**src/ptc_pkg.sv**
```systemverilog
// Shared types and constants for the prescaled timer counter.
package ptc_pkg;

   localparam int CLOCK_HZ = 4194304;

   localparam int STEP_W      = 6;
   localparam int COUNT_W     = 8;
   localparam int DIV_W       = 8;
   localparam int CYCLE_W     = 16;
   localparam int CTRL_W      = 3;
   localparam int RELOAD_W    = 8;
   localparam int CSR_INDEX_W = 1;
   localparam int CSR_DATA_W  = 8;
   localparam int ENABLE_BIT  = 2;

   // Prescale periods in clock cycles; all are powers of two at this clock rate.
   localparam int PERIOD_4096   = CLOCK_HZ / 4096;
   localparam int PERIOD_262144 = CLOCK_HZ / 262144;
   localparam int PERIOD_65536  = CLOCK_HZ / 65536;
   localparam int PERIOD_16384  = CLOCK_HZ / 16384;

   localparam int SHIFT_4096   = $clog2(PERIOD_4096);
   localparam int SHIFT_262144 = $clog2(PERIOD_262144);
   localparam int SHIFT_65536  = $clog2(PERIOD_65536);
   localparam int SHIFT_16384  = $clog2(PERIOD_16384);

   // Accumulator holds less than the longest period.
   localparam int ACC_W = SHIFT_4096;
   localparam int SUM_W = ACC_W + 1;

   localparam logic [CSR_INDEX_W-1:0] REG_TIMER_CONTROL = 1'b0;
   localparam logic [CSR_INDEX_W-1:0] REG_RELOAD_VALUE  = 1'b1;

   typedef enum logic [1:0] {
      PRESCALE_DIV4096   = 2'd0,
      PRESCALE_DIV262144 = 2'd1,
      PRESCALE_DIV65536  = 2'd2,
      PRESCALE_DIV16384  = 2'd3
   } prescale_sel_type;

   typedef struct packed {
      logic [CTRL_W-1:0]   timer_control;
      logic [RELOAD_W-1:0] reload_value;
   } ptc_cfg_type;

   typedef struct packed {
      logic                timer_irq;
      logic [DIV_W-1:0]    divider_value;
      logic [COUNT_W-1:0]  counter_value;
   } ptc_result_type;

   typedef struct packed {
      logic enabled;
      logic overflow_pending;
   } ptc_status_type;

endpackage

```
**src/ptc_core.sv**
```systemverilog
// Timer state and the combinational divider/prescaler/counter update.
module ptc_core (
   input  logic                         clock,
   input  logic                         reset,
   input  logic                         step_fire,
   input  logic [ptc_pkg::STEP_W-1:0]   step_cycles,
   input  ptc_pkg::ptc_cfg_type         cfg,
   output ptc_pkg::ptc_result_type      result,
   output ptc_pkg::ptc_status_type      status
);
   import ptc_pkg::*;

   logic [CYCLE_W-1:0] cycle_total_ff, cycle_total_in;
   logic [ACC_W-1:0]   prescale_accum_ff, prescale_accum_in;
   logic [COUNT_W-1:0] timer_count_ff, timer_count_in;
   logic               overflow_pending_ff, overflow_pending_in;

   logic               enabled;
   logic [SUM_W-1:0]   accum_sum;
   logic [SUM_W-1:0]   ticks;
   logic [SUM_W-1:0]   remainder;
   logic [COUNT_W-1:0] count_base;
   logic [SUM_W:0]     count_sum;
   logic               wrap;

   assign enabled   = cfg.timer_control[ENABLE_BIT];
   assign accum_sum = {1'b0, prescale_accum_ff} + SUM_W'(step_cycles);

   // Power-of-two periods: quotient is a shift, remainder a mask.
   always_comb begin
      case (prescale_sel_type'(cfg.timer_control[1:0]))
         PRESCALE_DIV4096: begin
            ticks     = accum_sum >> SHIFT_4096;
            remainder = accum_sum & SUM_W'(PERIOD_4096 - 1);
         end
         PRESCALE_DIV262144: begin
            ticks     = accum_sum >> SHIFT_262144;
            remainder = accum_sum & SUM_W'(PERIOD_262144 - 1);
         end
         PRESCALE_DIV65536: begin
            ticks     = accum_sum >> SHIFT_65536;
            remainder = accum_sum & SUM_W'(PERIOD_65536 - 1);
         end
         PRESCALE_DIV16384: begin
            ticks     = accum_sum >> SHIFT_16384;
            remainder = accum_sum & SUM_W'(PERIOD_16384 - 1);
         end
         default: begin
            ticks     = '0;
            remainder = accum_sum;
         end
      endcase
   end

   // Pending overflow from the previous step reloads before this step counts.
   assign count_base = overflow_pending_ff ? cfg.reload_value : timer_count_ff;
   assign count_sum  = (SUM_W+1)'(count_base) + (SUM_W+1)'(ticks);
   assign wrap       = |count_sum[SUM_W:COUNT_W];

   always_comb begin
      cycle_total_in      = cycle_total_ff + CYCLE_W'(step_cycles);
      prescale_accum_in   = prescale_accum_ff;
      timer_count_in      = timer_count_ff;
      overflow_pending_in = overflow_pending_ff;
      result.timer_irq    = 1'b0;
      if (enabled) begin
         prescale_accum_in   = remainder[ACC_W-1:0];
         timer_count_in      = count_sum[COUNT_W-1:0];
         overflow_pending_in = wrap;
         result.timer_irq    = overflow_pending_ff;
      end
      result.counter_value = timer_count_in;
      result.divider_value = cycle_total_in[CYCLE_W-1 -: DIV_W];
   end

   assign status.enabled          = enabled;
   assign status.overflow_pending = overflow_pending_ff;

   always_ff @(posedge clock) begin
      if (reset) begin
         cycle_total_ff      <= '0;
         prescale_accum_ff   <= '0;
         timer_count_ff      <= '0;
         overflow_pending_ff <= 1'b0;
      end else if (step_fire) begin
         cycle_total_ff      <= cycle_total_in;
         prescale_accum_ff   <= prescale_accum_in;
         timer_count_ff      <= timer_count_in;
         overflow_pending_ff <= overflow_pending_in;
      end
   end

endmodule

```
**src/prescaled_timer_counter.sv**
```systemverilog
// Top level: stream channels, control registers, input and result registers.
// Usage:
//   Each req transaction carries the cycle count of one emulated CPU step
//   (req_tdata[5:0]). Every step returns exactly one rsp transaction with the
//   timer counter, the divider (bits 15..8 of the running cycle count) and the
//   timer interrupt flag.
//   Registers are written over the csr channel (index 0: timer control,
//   index 1: reload value); csr_ready is always high. Write them only while
//   no step is in flight.
//   An accepted step is held in the input register, then updated by the core
//   into the result register, whose valid flag drives rsp_tvalid. Throughput
//   is one step per cycle while rsp_tready stays high; the limit is the single
//   add, shift and compare path from the state registers to the result.
//   When rsp_tready is low the result holds, the input register still takes
//   one more step, and req_tready then drops until the result is taken.
//   Reset clears the cycle count, prescaler, counter, pending overflow and
//   both control registers; no step is lost or repeated across a stall.
module prescaled_timer_counter (
   input  logic        clock,
   input  logic        reset,
   input  logic        req_tvalid,
   output logic        req_tready,
   input  logic [7:0]  req_tdata,   // [5:0] step_cycles, [7:6] zero
   output logic        rsp_tvalid,
   input  logic        rsp_tready,
   output logic [23:0] rsp_tdata,   // [7:0] counter_value, [15:8] divider_value,
                                    // [16] timer_irq, [23:17] zero
   input  logic        csr_valid,
   output logic        csr_ready,
   input  logic [ptc_pkg::CSR_INDEX_W-1:0] csr_index,
   input  logic [ptc_pkg::CSR_DATA_W-1:0]  csr_data
);
   import ptc_pkg::*;

   logic                in_valid_ff, in_valid_in;
   logic [STEP_W-1:0]   in_cycles_ff;
   logic                out_valid_ff, out_valid_in;
   ptc_result_type      out_result_ff;
   ptc_cfg_type         cfg_ff, cfg_in;
   ptc_result_type      core_result;
   ptc_status_type      core_status;
   logic                req_fire;
   logic                advance;

   assign csr_ready = 1'b1;

   always_comb begin
      cfg_in = cfg_ff;
      if (csr_valid) begin
         case (csr_index)
            REG_TIMER_CONTROL: cfg_in.timer_control = csr_data[CTRL_W-1:0];
            REG_RELOAD_VALUE:  cfg_in.reload_value  = csr_data[RELOAD_W-1:0];
            default:           cfg_in = cfg_ff;
         endcase
      end
   end

   // Move the registered step into the result stage when that stage frees up.
   assign advance    = in_valid_ff && (!out_valid_ff || rsp_tready);
   assign req_tready = !in_valid_ff || advance;
   assign req_fire   = req_tvalid && req_tready;

   always_comb begin
      in_valid_in = in_valid_ff;
      if (req_fire) begin
         in_valid_in = 1'b1;
      end else if (advance) begin
         in_valid_in = 1'b0;
      end
      out_valid_in = out_valid_ff;
      if (advance) begin
         out_valid_in = 1'b1;
      end else if (rsp_tready) begin
         out_valid_in = 1'b0;
      end
   end

   ptc_core u_core (
      .clock       (clock),
      .reset       (reset),
      .step_fire   (advance),
      .step_cycles (in_cycles_ff),
      .cfg         (cfg_ff),
      .result      (core_result),
      .status      (core_status)
   );

   always_ff @(posedge clock) begin
      if (reset) begin
         in_valid_ff  <= 1'b0;
         out_valid_ff <= 1'b0;
         cfg_ff       <= '0;
      end else begin
         in_valid_ff  <= in_valid_in;
         out_valid_ff <= out_valid_in;
         cfg_ff       <= cfg_in;
      end
   end

   always_ff @(posedge clock) begin
      if (req_fire) begin
         in_cycles_ff <= req_tdata[STEP_W-1:0];
      end
      if (advance) begin
         out_result_ff <= core_result;
      end
   end

   assign rsp_tvalid = out_valid_ff;
   assign rsp_tdata  = {7'd0, out_result_ff};

   // A step moved into the result stage is presented next cycle.
   a_advance_presents: assert property (@(posedge clock) disable iff (reset)
      advance |=> rsp_tvalid)
      else $error("step advanced but no result presented");

   // Disabled timer never raises the interrupt.
   a_disabled_no_irq: assert property (@(posedge clock) disable iff (reset)
      (advance && !core_status.enabled) |=> !rsp_tdata[16])
      else $error("interrupt raised with timer disabled");

   // A pending overflow on an enabled step raises the interrupt.
   a_pending_irq: assert property (@(posedge clock) disable iff (reset)
      (advance && core_status.enabled && core_status.overflow_pending)
      |=> rsp_tdata[16])
      else $error("pending overflow did not raise interrupt");

   // Both stages full and output stalled: input must back-pressure.
   a_full_stall: assert property (@(posedge clock) disable iff (reset)
      (in_valid_ff && out_valid_ff && !rsp_tready) |-> !req_tready)
      else $error("input accepted while pipeline full and stalled");

endmodule
```
**config.mk**
```make
export PLATFORM = sky130hd
export DESIGN_NAME = prescaled_timer_counter
export DESIGN_NICKNAME = d
export VERILOG_FILES = /design/src/ptc_pkg.sv /design/src/ptc_core.sv /design/src/prescaled_timer_counter.sv
export SDC_FILE = /design/constraint.sdc
export NUM_CORES = 1
export LEC_CHECK = 0
export ABC_AREA = 1
export BUFFER_PORTS_ARGS = -buffer_cell sky130_fd_sc_hd__buf_2
export CAP_MARGIN = 30
export CORE_MARGIN = 1.5
export CORE_UTILIZATION = 50
export CTS_BUF_LIST = sky130_fd_sc_hd__clkbuf_16
export DETAILED_ROUTE_END_ITERATION = 6
export HOLD_SLACK_MARGIN = 0.12
export PLACE_DENSITY = 0.7
export SLEW_MARGIN = 10
export SYNTH_ARGS = -nofsm -noshare
export SYNTH_HDL_FRONTEND = slang
export SYNTH_SLANG_ARGS = --single-unit
```
**constraint.sdc**
```tcl
create_clock -name clock -period 7.2 [get_ports clock]
set_clock_uncertainty 0.1 [all_clocks]
set_input_delay 0.36 -clock clock [delete_from_list [all_inputs] [get_ports clock]]
set_output_delay 0.36 -clock clock [all_outputs]
set_load 0.02 [all_outputs]
```
; ---- Word level (Yosys, flattened, before mapping)
; Cells that the tools add are included.
[word_totals]
inputBits = 22
register_bits = 71
out_inout_bits = 27
word_cells = 40
[classes]
n_bitwise = 1
n_addsub = 3
n_eq_ne = 3
n_mux = 8
reduce_logical = 13
[ops]
columns = operator, n
row1 = 11-bit case mux with 4 select lines, 1
row2 = 10-bit case mux with 4 select lines, 1
row3 = 16-bit by 6-bit adder with 16-bit output, 1
row4 = 8-bit 2-to-1 mux, 2
row5 = 8-bit by 11-bit adder with 12-bit output, 1
row6 = 10-bit by 6-bit adder with 11-bit output, 1
row7 = 2-bit AND reduction, 3
row8 = "2-bit == test, second input constant", 2
row9 = 1-bit 2-to-1 mux, 4
row10 = 2-bit nonzero test, 2
row11 = 4-bit OR reduction, 1
row12 = "2-bit by 1-bit == test with 1-bit output, second input constant", 1
row13 = 1-bit logical AND, 2
row14 = 1-bit logical NOT, 2
row15 = 2-bit logical NOT, 1
row16 = 1-bit logical OR, 2
row17 = 1-bit inverter, 1

; ---- Logic depth before layout (Yosys ltp)
; Gate-level depths: netlist (run 1).
[depth]
ltp_word = 6
depth_mapped = 24
mapped_depth_nobuf = 24

; ---- Modules after synthesis
; From an unflattened synthesis (run 1), not the netlist that was laid out.
[unflattened]
cells_unflattened = 582
hier_area_um2 = 4249.1
[by_module_without_submodules]
columns = module, seq_area_each_um2, cells_per_inst, area_each_um2, n_inst
row1 = ptc_core, 700.7, 479, 2969.1, 1
row2 = prescaled_timer_counter, 950.9, 103, 1280.0, 1

; ---- Least setup slack after synthesis (run 1)
; No wires, ideal clock.
[synth_timing]
kind = register to register
from = reg in_cycles_ff[0]
to = reg out_result_ff (netlist bit rsp_tdata[4]) (data pin)
n_path_buf = 0
required_time_ns = 6.831
path_slack_ns = 4.273
period_less_slack_ns = 2.927
arrival_ns = 2.558
setup_ns = 0.269
path_stages_with_launch = 21
path_cell_list = edfxtp_1 ha_1 inv_1 fa_1 inv_1 nand2_1 nand2_1 nand3_1 nand2_1 nand2_1 nand3_1 nand3_1 nand2_1 inv_1 ha_1 fa_1 nand3_1 nand2_1 xor2_1 nand2_1 o21ai_0
[synth_lines]
columns = item, line_no
row1 = start: declaration, prescaled_timer_counter.sv:36  ; logic [STEP_W-1:0] in_cycles_ff;
row2 = start signal: assignment, prescaled_timer_counter.sv:102  ; in_cycles_ff <= req_tdata[STEP_W-1:0];
row3 = end signal: assignment, prescaled_timer_counter.sv:105  ; out_result_ff <= core_result;
row4 = end: declaration, prescaled_timer_counter.sv:38  ; ptc_result_type out_result_ff;

==> reports/metrics.yaml, run 1 <==
status: "complete, no violations"
finalMaxSlewViolations: 0
cts_sinks: 71
total_power_mw: 0.951
yosysMostFrequentCell: "nand2_1"
dp.cells: 706
core-area_um2: 8180
cts_inserted_buffers: 9
antenna_found_initial: 0
clk_latency_ns: 0.33
cts_tree: "built"
num_vias: 3710
ioPinCount: 49
max_freq_mhz: 301
synth.largest_area_cell: "dfxtp_1"
place_ws_ns: 3.88
drv_cap: 0
power_leakage_nw: 2.34
synth_top_area_frac: 0.229
path_delay_family: "adder cells"
cts_max_level: 3
critPathKind: "flop to flop"
synth_edf_count: 23
fin_cells: 728
yosys_warnings: 0
path_cells: "ha_1, inv_1, fa_1, inv_1, nand2_1, nand2_1, nand3_1, nand2_1, nand2_1, nand3_1, nand3_1, nand2_1, inv_1, ha_1, fa_1, nand3_1, nand2_1, xor2_1, nand2_1, o21ai_0"
final_util: 0.579
detail_route.wl_per_cell_um: 11.9
yosys.area_share.xor_xnor: 0.0125
cp-end-kind: "flop"
fin_crit_ns: 3.33
diodes: 0
synthSimpleGateAreaFrac: 0.293
worstPathMaxFanout: 3
wl_mm: 8.68
initial_core_util: 0.513
place_area_um2: 4420
cp_common_cell: "nand2_1"
powerDensity_nw_per_um2: 201
clockBufferDepth: 2
synthAdderAreaFrac: 0.0710
cpMaxStageDelayCell: "fa_1"
grt_max_degree: 38
cp.arrival_ns: 3.28
synth_area_per_cell_um2: 7.26
hp-class: "input port to flop"
grt.overflow.total: 0
synth_cells: 577
synth_common_cells: "nand2_1, inv_1, nand3_1, nor2_1, dfxtp_1"
gr-usage-all-layers: 0.212
synth_top_family_by_area: "simple AND/OR/NAND/NOR gates"
cp_num_buf_inv: 3
die_y_um: 94.6
cts_resized: 0
cp-start-kind: "flop"
synth_mux_area_frac: 0
slew_headroom: 0.578
fp.dieArea_um2: 8940
place.detailed.hpwl_mm: 6.46
async_reset_ff_frac: 0
hold_ws_ns: 0.191
ys.flop_type: "dfxtp_1"
critPathRequiredTime_ns: 7.15
rr_startpoint: "in_cycles_ff[0]"
min_period_over_period: 0.462
via_per_inst: 5.10
finalHoldViolCount: 0
io_buffers: 38
first_global_vias: 3356
fin_ws_ns: 3.87
syn2layout_area_growth_pct: 12.8
rsz0062_at_grt: "false"
synth-seq-cells: 71
clk_pin_slew_ns: 0.06
synth_compound_gate_area_share: 0.116
antenna_left: 0
setup_viol: 0
synth-seq-area-share: 0.394
synth.area.top_cells: "dfxtp_1, edfxtp_1, nand2_1"
fp.dieW_um: 94.6
first_pass_iters: 5
critPathLaunch: "in_cycles_ff[0]"
place.gp.congestion: 0.889
final_area_um2: 4730
worst_pin_slew_ns: 0.632
drt_iter0_drc: 162
drive_above_1_share: 0.119
hp-start: "csr_data[7]"
fin_nets: 662
synth.distinct_cells: 41
rows: 33
max_stage_delay_ns: 0.42
netlist_area_um2: 4190
ir_drop_v: 0.000125
cts-root-buf: "clkbuf_16"
fin_setup_tns_ns: 0
fillers: 792
grt_pass1_wl_mm: 14.7
drc: 0
## power breakdown
group	leakage, nW	switching [mW]	total, mW	internal [mW]
sequential	0.616	0.0142	0.450	0.436
combinational	1.59	0.0792	0.120	0.0409
clock	0.139	0.156	0.381	0.225
## repair_timing
action | in CTS | in global routing
endpoints found under the hold margin | 6 | 0
hold buffers | 6 | 0
setup endpoints to repair | 0 | 0
setup buffers | 0 | 0
## cells by family (layout without fill, tap and decap cells)
kind of cell,after synthesis,count (layout)
xor+xnor,6,6
fa+ha+maj,22,22
buf+inv,112,152
other cells,2,8
simple gates,275,275
flops,71,71
compound gates,89,89
## final cells by class
| type | count | area [um2] | area share |
|---|---|---|---|
| clock inverters | 7 | 27.5 | 0.00582 |
| clock buffers | 9 | 225 | 0.0476 |
| flip-flops and latches | 71 | 1650 | 0.349 |
| multi-input cells | 400 | 2090 | 0.443 |
| well taps | 105 | 131 | 0.0278 |
| inverters | 91 | 342 | 0.0722 |
| repair buffers | 45 | 258 | 0.0545 |
## sequential cells by signal, indices dropped and copies added, names as in the netlist
signal / count
in_valid_ff: 1
u_core.prescale_accum_ff: 10
u_core.overflow_pending_ff: 1
rsp_tvalid: 1
in_cycles_ff: 6
rsp_tdata: 17
u_core.cycle_total_ff: 16
cfg_ff: 11
u_core.timer_count_ff: 8
## final timing paths
check | end | slack [ns] | cells after the start
setup / recovery | rsp_tdata[4] | 3.87 | 20
hold / removal | cfg_ff[7] | 0.19 | 3
setup reg to reg | rsp_tdata[4] | 3.87 | 20
hold reg to reg | u_core.timer_count_ff[2] | 0.36 | 2
## layer usage
metal,global-route usage,part of all wire,up-vias
met5,0,0,-
met4,0.0672,0.013,0
met3,0.0459,0.045,10
met2,0.355,0.47,81
met1,0.273,0.47,1677
li1,-,-,1942
## cell usage in the layout, fill, tap and decap left out, types with 2 or more instances in the layout
cell type	instances
o21ai_2	2
edfxtp_1	23
nor3_4	2
a21oi_1	39
clkbuf_16	9
nor2_2	2
inv_2	5
nand3_1	59
nor3_1	2
ha_1	19
nand3b_1	4
buf_2	38
a21oi_2	2
nand2_2	8
nor2_1	51
o21ai_0	34
nand4_1	5
nand2_1	136
a31oi_1	3
clkinv_1	2
xor2_1	5
conb_1	8
o211ai_1	3
fa_1	3
dlygate4sd3_1	6
dfxtp_1	48
inv_1	90
## worst reg2reg max path, cell delays in order, from the launching register on
cell and delay [ns]:
edfxtp_1 0.37, ha_1 0.18, inv_1 0.06, fa_1 0.38, inv_1 0.08, nand2_1 0.06, nand2_1 0.10, nand3_1 0.11
nand2_1 0.10, nand2_1 0.08, nand3_1 0.07, nand3_1 0.07, nand2_1 0.07, inv_1 0.05, ha_1 0.20, fa_1 0.42
nand3_1 0.10, nand2_1 0.11, xor2_1 0.18, nand2_1 0.07, o21ai_0 0.09
Power figures use the tool's default switching activity.
==> run 2, diff against run 1 <==
- clock period: 7.2 -> 3.1 ns (I/O delays scaled with it)
==> reports/metrics.yaml, run 2 (synthesized netlist as in run 1, its figures left out) <==
status: "complete, no violations"
fillers: 719
drt_iter0_drc: 139
reg2reg_depth: 23
worstPathMaxFanout: 3
grt_pass1_wl_mm: 15.7
clk_latency_ns: 0.32
max_stage_delay_ns: 0.38
fin_crit_ns: 3.05
final_cell_mix: "nand2_1, inv_1, nand3_1, nor2_1, dfxtp_1"
power_frac_seq: 0.466
first_pass_iters: 5
worst_pin_slew_ns: 0.708
critPathKind: "flop to flop"
detail_route.wl_per_cell_um: 12.6
finalHoldViolCount: 0
fin_setup_tns_ns: 0
initial_core_util: 0.513
max_freq_mhz: 328
switching_power_mw: 0.585
place_ws_ns: -0.110
hp-class: "input port to flop"
grt_max_degree: 38
hold_ws_ns: 0.153
r2r-end: "u_core.timer_count_ff[6]"
clk_pin_slew_ns: 0.06
largest_reg_flops: 17
core-area_um2: 8180
cp-start-kind: "flop"
diodes: 0
drive_above_1_share: 0.193
via_per_inst: 5.15
drc: 0
dp.cells: 714
powerDensity_nw_per_um2: 437
clockBufferDepth: 2
cts_max_level: 3
path_cells: "ha_2, inv_2, fa_2, inv_2, nand2_2, nand2_2, nand3_2, nand2_2, nand2_2, nand3_2, nand3_2, nand2_2, inv_2, ha_4, fa_2, nand3_2, nand2_4, nand2_2, nand2_1, nand2_1, nand3_1, o211ai_1, inv_1"
cp_num_buf_inv: 4
critPathCapture: "u_core.timer_count_ff[6]"
antenna_found_initial: 0
drv_cap: 0
path_delay_family: "adder cells"
rows: 33
cp.depth: 23
place.gp.congestion: 0.875
cts_sinks: 71
min_period_over_period: 0.983
cpMaxStageDelayCell: "fa_2"
p_sw_frac: 0.261
final_common_cell: "nand2_1"
fin_ws_ns: 0.0526
fin_nets: 686
rsz0062_at_grt: "true"
combPwrFrac: 0.142
first_global_vias: 3586
final_util: 0.626
wl_mm: 9.48
hold_depth: 5
cts_tree: "built"
cp.arrival_ns: 3.16
die_y_um: 94.6
cts_inserted_buffers: 9
io_buffers: 38
place.detailed.hpwl_mm: 6.45
power_leakage_nw: 2.45
power_frac_clock: 0.392
syn2layout_area_growth_pct: 22.1
fp.dieW_um: 94.6
slew_headroom: 0.527
ir_drop_v: 0.000267
fin_cells: 752
num_vias: 3875
finalMaxSlewViolations: 0
fp.dieArea_um2: 8940
critPathRequiredTime_ns: 3.22
p_int_mw: 1.65
critPathLaunch: "u_core.prescale_accum_ff[0]"
rr_startpoint: "u_core.prescale_accum_ff[0]"
antenna_left: 0
setup_viol: 0
cp_common_cell: "nand2_2"
cts-root-buf: "clkbuf_16"
grt.overflow.total: 0
cp-end-kind: "flop"
ioPinCount: 49
gr-usage-all-layers: 0.223
r2r_setup_slack_ns: 0.05
==> run 2: worst min path at each step <==
stage / endpoint / slack [ns] / start
detailed placement: in_cycles_ff[3] / 0.23 / req_tdata[3]
finish: cfg_ff[9] / 0.15 / csr_valid
floorplan: in_cycles_ff[0] / 0.15 / req_tdata[0]
CTS: cfg_ff[10] / 0.15 / csr_valid
global route: cfg_ff[10] / 0.21 / csr_valid
global placement: in_cycles_ff[3] / 0.23 / req_tdata[3]
==> run 2: cell type report <==
cell class,instances,area (um2),share of cell area
flip-flops and latches,71,1650,0.323
repair buffers,69,465,0.0910
multi-input cells,400,2270,0.444
inverters,91,342,0.0667
well taps,105,131,0.0257
clock inverters,7,28.8,0.00562
clock buffers,9,225,0.0440
==> run 2: what timing repair did <==
| action | 4_1_cts | 5_1_grt |
|---|---|---|
| hold endpoints to repair | 19 | 0 |
| gates resized for setup | 7 | 36 |
| endpoints found under the setup margin | 11 | 15 |
| pin swaps | 1 | 13 |
| hold buffers | 17 | 0 |
| buffers inserted | 2 | 3 |
==> run 2: metrics by stage <==
stage	total power, mW	area (um2)
after global routing	2.35	5120
after floorplan	1.27	4210
final	2.24	5120
after global placement	1.33	4480
after detailed placement	1.34	4480
after CTS	2.24	4950
==> run 2: power groups by stage <==
stage,sequential (mW),combinational [mW],clock (mW)
detailed placement,1.06,0.282,0
finish,1.04,0.318,0.878
floorplan,1.07,0.206,0
global placement,1.06,0.274,0
global route,1.05,0.359,0.942
CTS,1.04,0.302,0.897
==> run 2: worst min-delay path: stages <==
cell	delay, ns
buf_2	0.11
inv_1	0.04
nor2_1	0.03
inv_1	0.11
a21oi_1	0.08
==> run 2: layer usage <==
metal	vias up	global-route usage	wire (um)	share of wire
met5	-	0	0	0
met4	0	0.0983	172	0.018
met3	20	0.0330	344	0.036
met2	88	0.379	4650	0.49
met1	1782	0.279	4310	0.45
li1	1985	-	-	-
==> run 3, diff against run 2 <==
- PLACE_DENSITY: 0.7 -> 0.77
- clock period: 3.1 -> 3.6 ns (I/O delays scaled with it)
==> reports/metrics.yaml, run 3 (synthesized netlist as in run 1, its figures left out) <==
via_per_inst: 5.15
status: "complete, no violations"
cts_resized: 0
cpMaxStageDelayCell: "fa_1"
cp_common_cell: "nand2_1"
max_stage_delay_ns: 0.42
cp.arrival_ns: 3.27
clockBufferDepth: 2
final_area_um2: 4890
critPathKind: "flop to flop"
fin_nets: 672
power_leakage_nw: 2.40
first_pass_iters: 6
io_buffers: 38
clk_latency_ns: 0.32
hp-class: "input port to flop"
place.gp.congestion: 0.863
fin_setup_tns_ns: 0
clk_pin_slew_ns: 0.06
place_area_um2: 4420
cts_sinks: 71
core-area_um2: 8180
fin_crit_ns: 3.32
slew_headroom: 0.551
min_period_over_period: 0.924
die_y_um: 94.6
cts_setup_buffers: 0
max_freq_mhz: 301
rr_startpoint: "in_cycles_ff[0]"
ioPinCount: 49
cts-root-buf: "clkbuf_16"
worst_pin_slew_ns: 0.673
final_common_cell: "nand2_1"
cp-start-kind: "flop"
critPathRequiredTime_ns: 3.54
num_vias: 3802
cts_max_level: 3
place.detailed.hpwl_mm: 6.48
grt.overflow.total: 0
drc: 0
syn2layout_area_growth_pct: 16.7
detail_route.wl_per_cell_um: 12.1
worstPathMaxFanout: 3
first_global_vias: 3533
grt_max_degree: 38
antenna_found_initial: 0
fp.dieArea_um2: 8940
cts_inserted_buffers: 9
r2r-end: "rsp_tdata[4]"
powerDensity_nw_per_um2: 426
path_cells: "ha_1, inv_1, fa_1, inv_1, nand2_1, nand2_1, nand3_1, nand2_1, nand2_1, nand3_1, nand3_1, nand2_1, inv_1, ha_1, fa_1, nand3_1, nand2_1, xor2_1, nand2_1, o21ai_0"
min_to: "cfg_ff[9]"
rsz0062_at_grt: "false"
setup_viol: 0
reg2reg_depth: 20
hold_depth: 4
finalHoldViolCount: 0
largest_reg_flops: 17
antenna_left: 0
initial_core_util: 0.513
drive_above_1_share: 0.123
path_delay_family: "adder cells"
cp_num_buf_inv: 3
final_cell_mix: "nand2_1, inv_1, nand3_1"
drv_cap: 0
r2r_setup_slack_ns: 0.28
wl_mm: 8.96
finalMaxSlewViolations: 0
gr-usage-all-layers: 0.217
diodes: 0
cts_tree: "built"
cp-end-kind: "flop"
grt_pass1_wl_mm: 15.4
hp-start: "csr_index"
fp.dieW_um: 94.6
rows: 33
ir_drop_v: 0.000263
drt_iter0_drc: 146
[run 3: cell types whose count changed in the layout (fill, tap and decap cells not counted), moves of 6 or more]
cell,change
nand3_1,+8
nand3_2,-8
nand2_1,+10
buf_4,-13
ha_1,+7
ha_4,-6
nand2_2,-9
[run 3: worst max path at each step]
stage / from / cells after the start / slack (ns) / endpoint
after global routing: in_cycles_ff[0] / 21 / 0.05 / rsp_tdata[6]
after floorplan: in_cycles_ff[0] / 20 / 0.67 / rsp_tdata[4]
after detailed placement: in_cycles_ff[0] / 20 / 0.29 / rsp_tdata[4]
after global placement: in_cycles_ff[0] / 20 / 0.42 / rsp_tdata[4]
after CTS: in_cycles_ff[0] / 20 / 0.28 / rsp_tdata[4]
final: in_cycles_ff[0] / 20 / 0.28 / rsp_tdata[4]
[run 3: area by class of cell]
type / instances / area (um2)
multi-input cells: 400 / 2090
clock buffers: 9 / 225
fillers: 708 / 3280
flip-flops and latches: 71 / 1650
well taps: 105 / 131
clock inverters: 7 / 88.8
repair buffers: 55 / 358
inverters: 91 / 342
[run 3: metrics by stage]
step,hold slack (ns),util,power [mW],std cells,setup slack [ns]
2_1_floorplan,0.179,-,1.10,583,0.673
3_3_place_gp,0.258,0.540,1.14,706,0.417
3_5_place_dp,0.259,0.540,1.15,706,0.289
4_1_cts,0.124,0.598,2.10,738,0.280
5_1_grt,0.158,0.598,2.18,738,0.0496
6_report,0.134,0.598,2.09,738,0.275
[run 3: per-layer routing]
layer,routed length (um),global-route usage,vias up
li1,-,-,1954
met3,409,0.0435,10
met4,90,0.0672,0
met2,4370,0.382,86
met1,4090,0.267,1752
met5,0,0,-
[run 3: power breakdown]
part | total (mW) | switching [mW] | internal (mW)
registers | 0.900 | 0.0288 | 0.871
clock network | 0.934 | 0.333 | 0.601
logic | 0.251 | 0.162 | 0.0892
total | 2.09 | 0.524 | 1.56
[run 3: tightest hold or removal path, cell delays in order]
cell	delay (ns)
buf_2	0.09
nor2_1	0.04
inv_1	0.12
a21oi_1	0.08
[run 3: repair_timing]
action / CTS / global route
hold buffers: 16 / 0
setup endpoints to repair: 0 / 0
hold endpoints to repair: 19 / 0
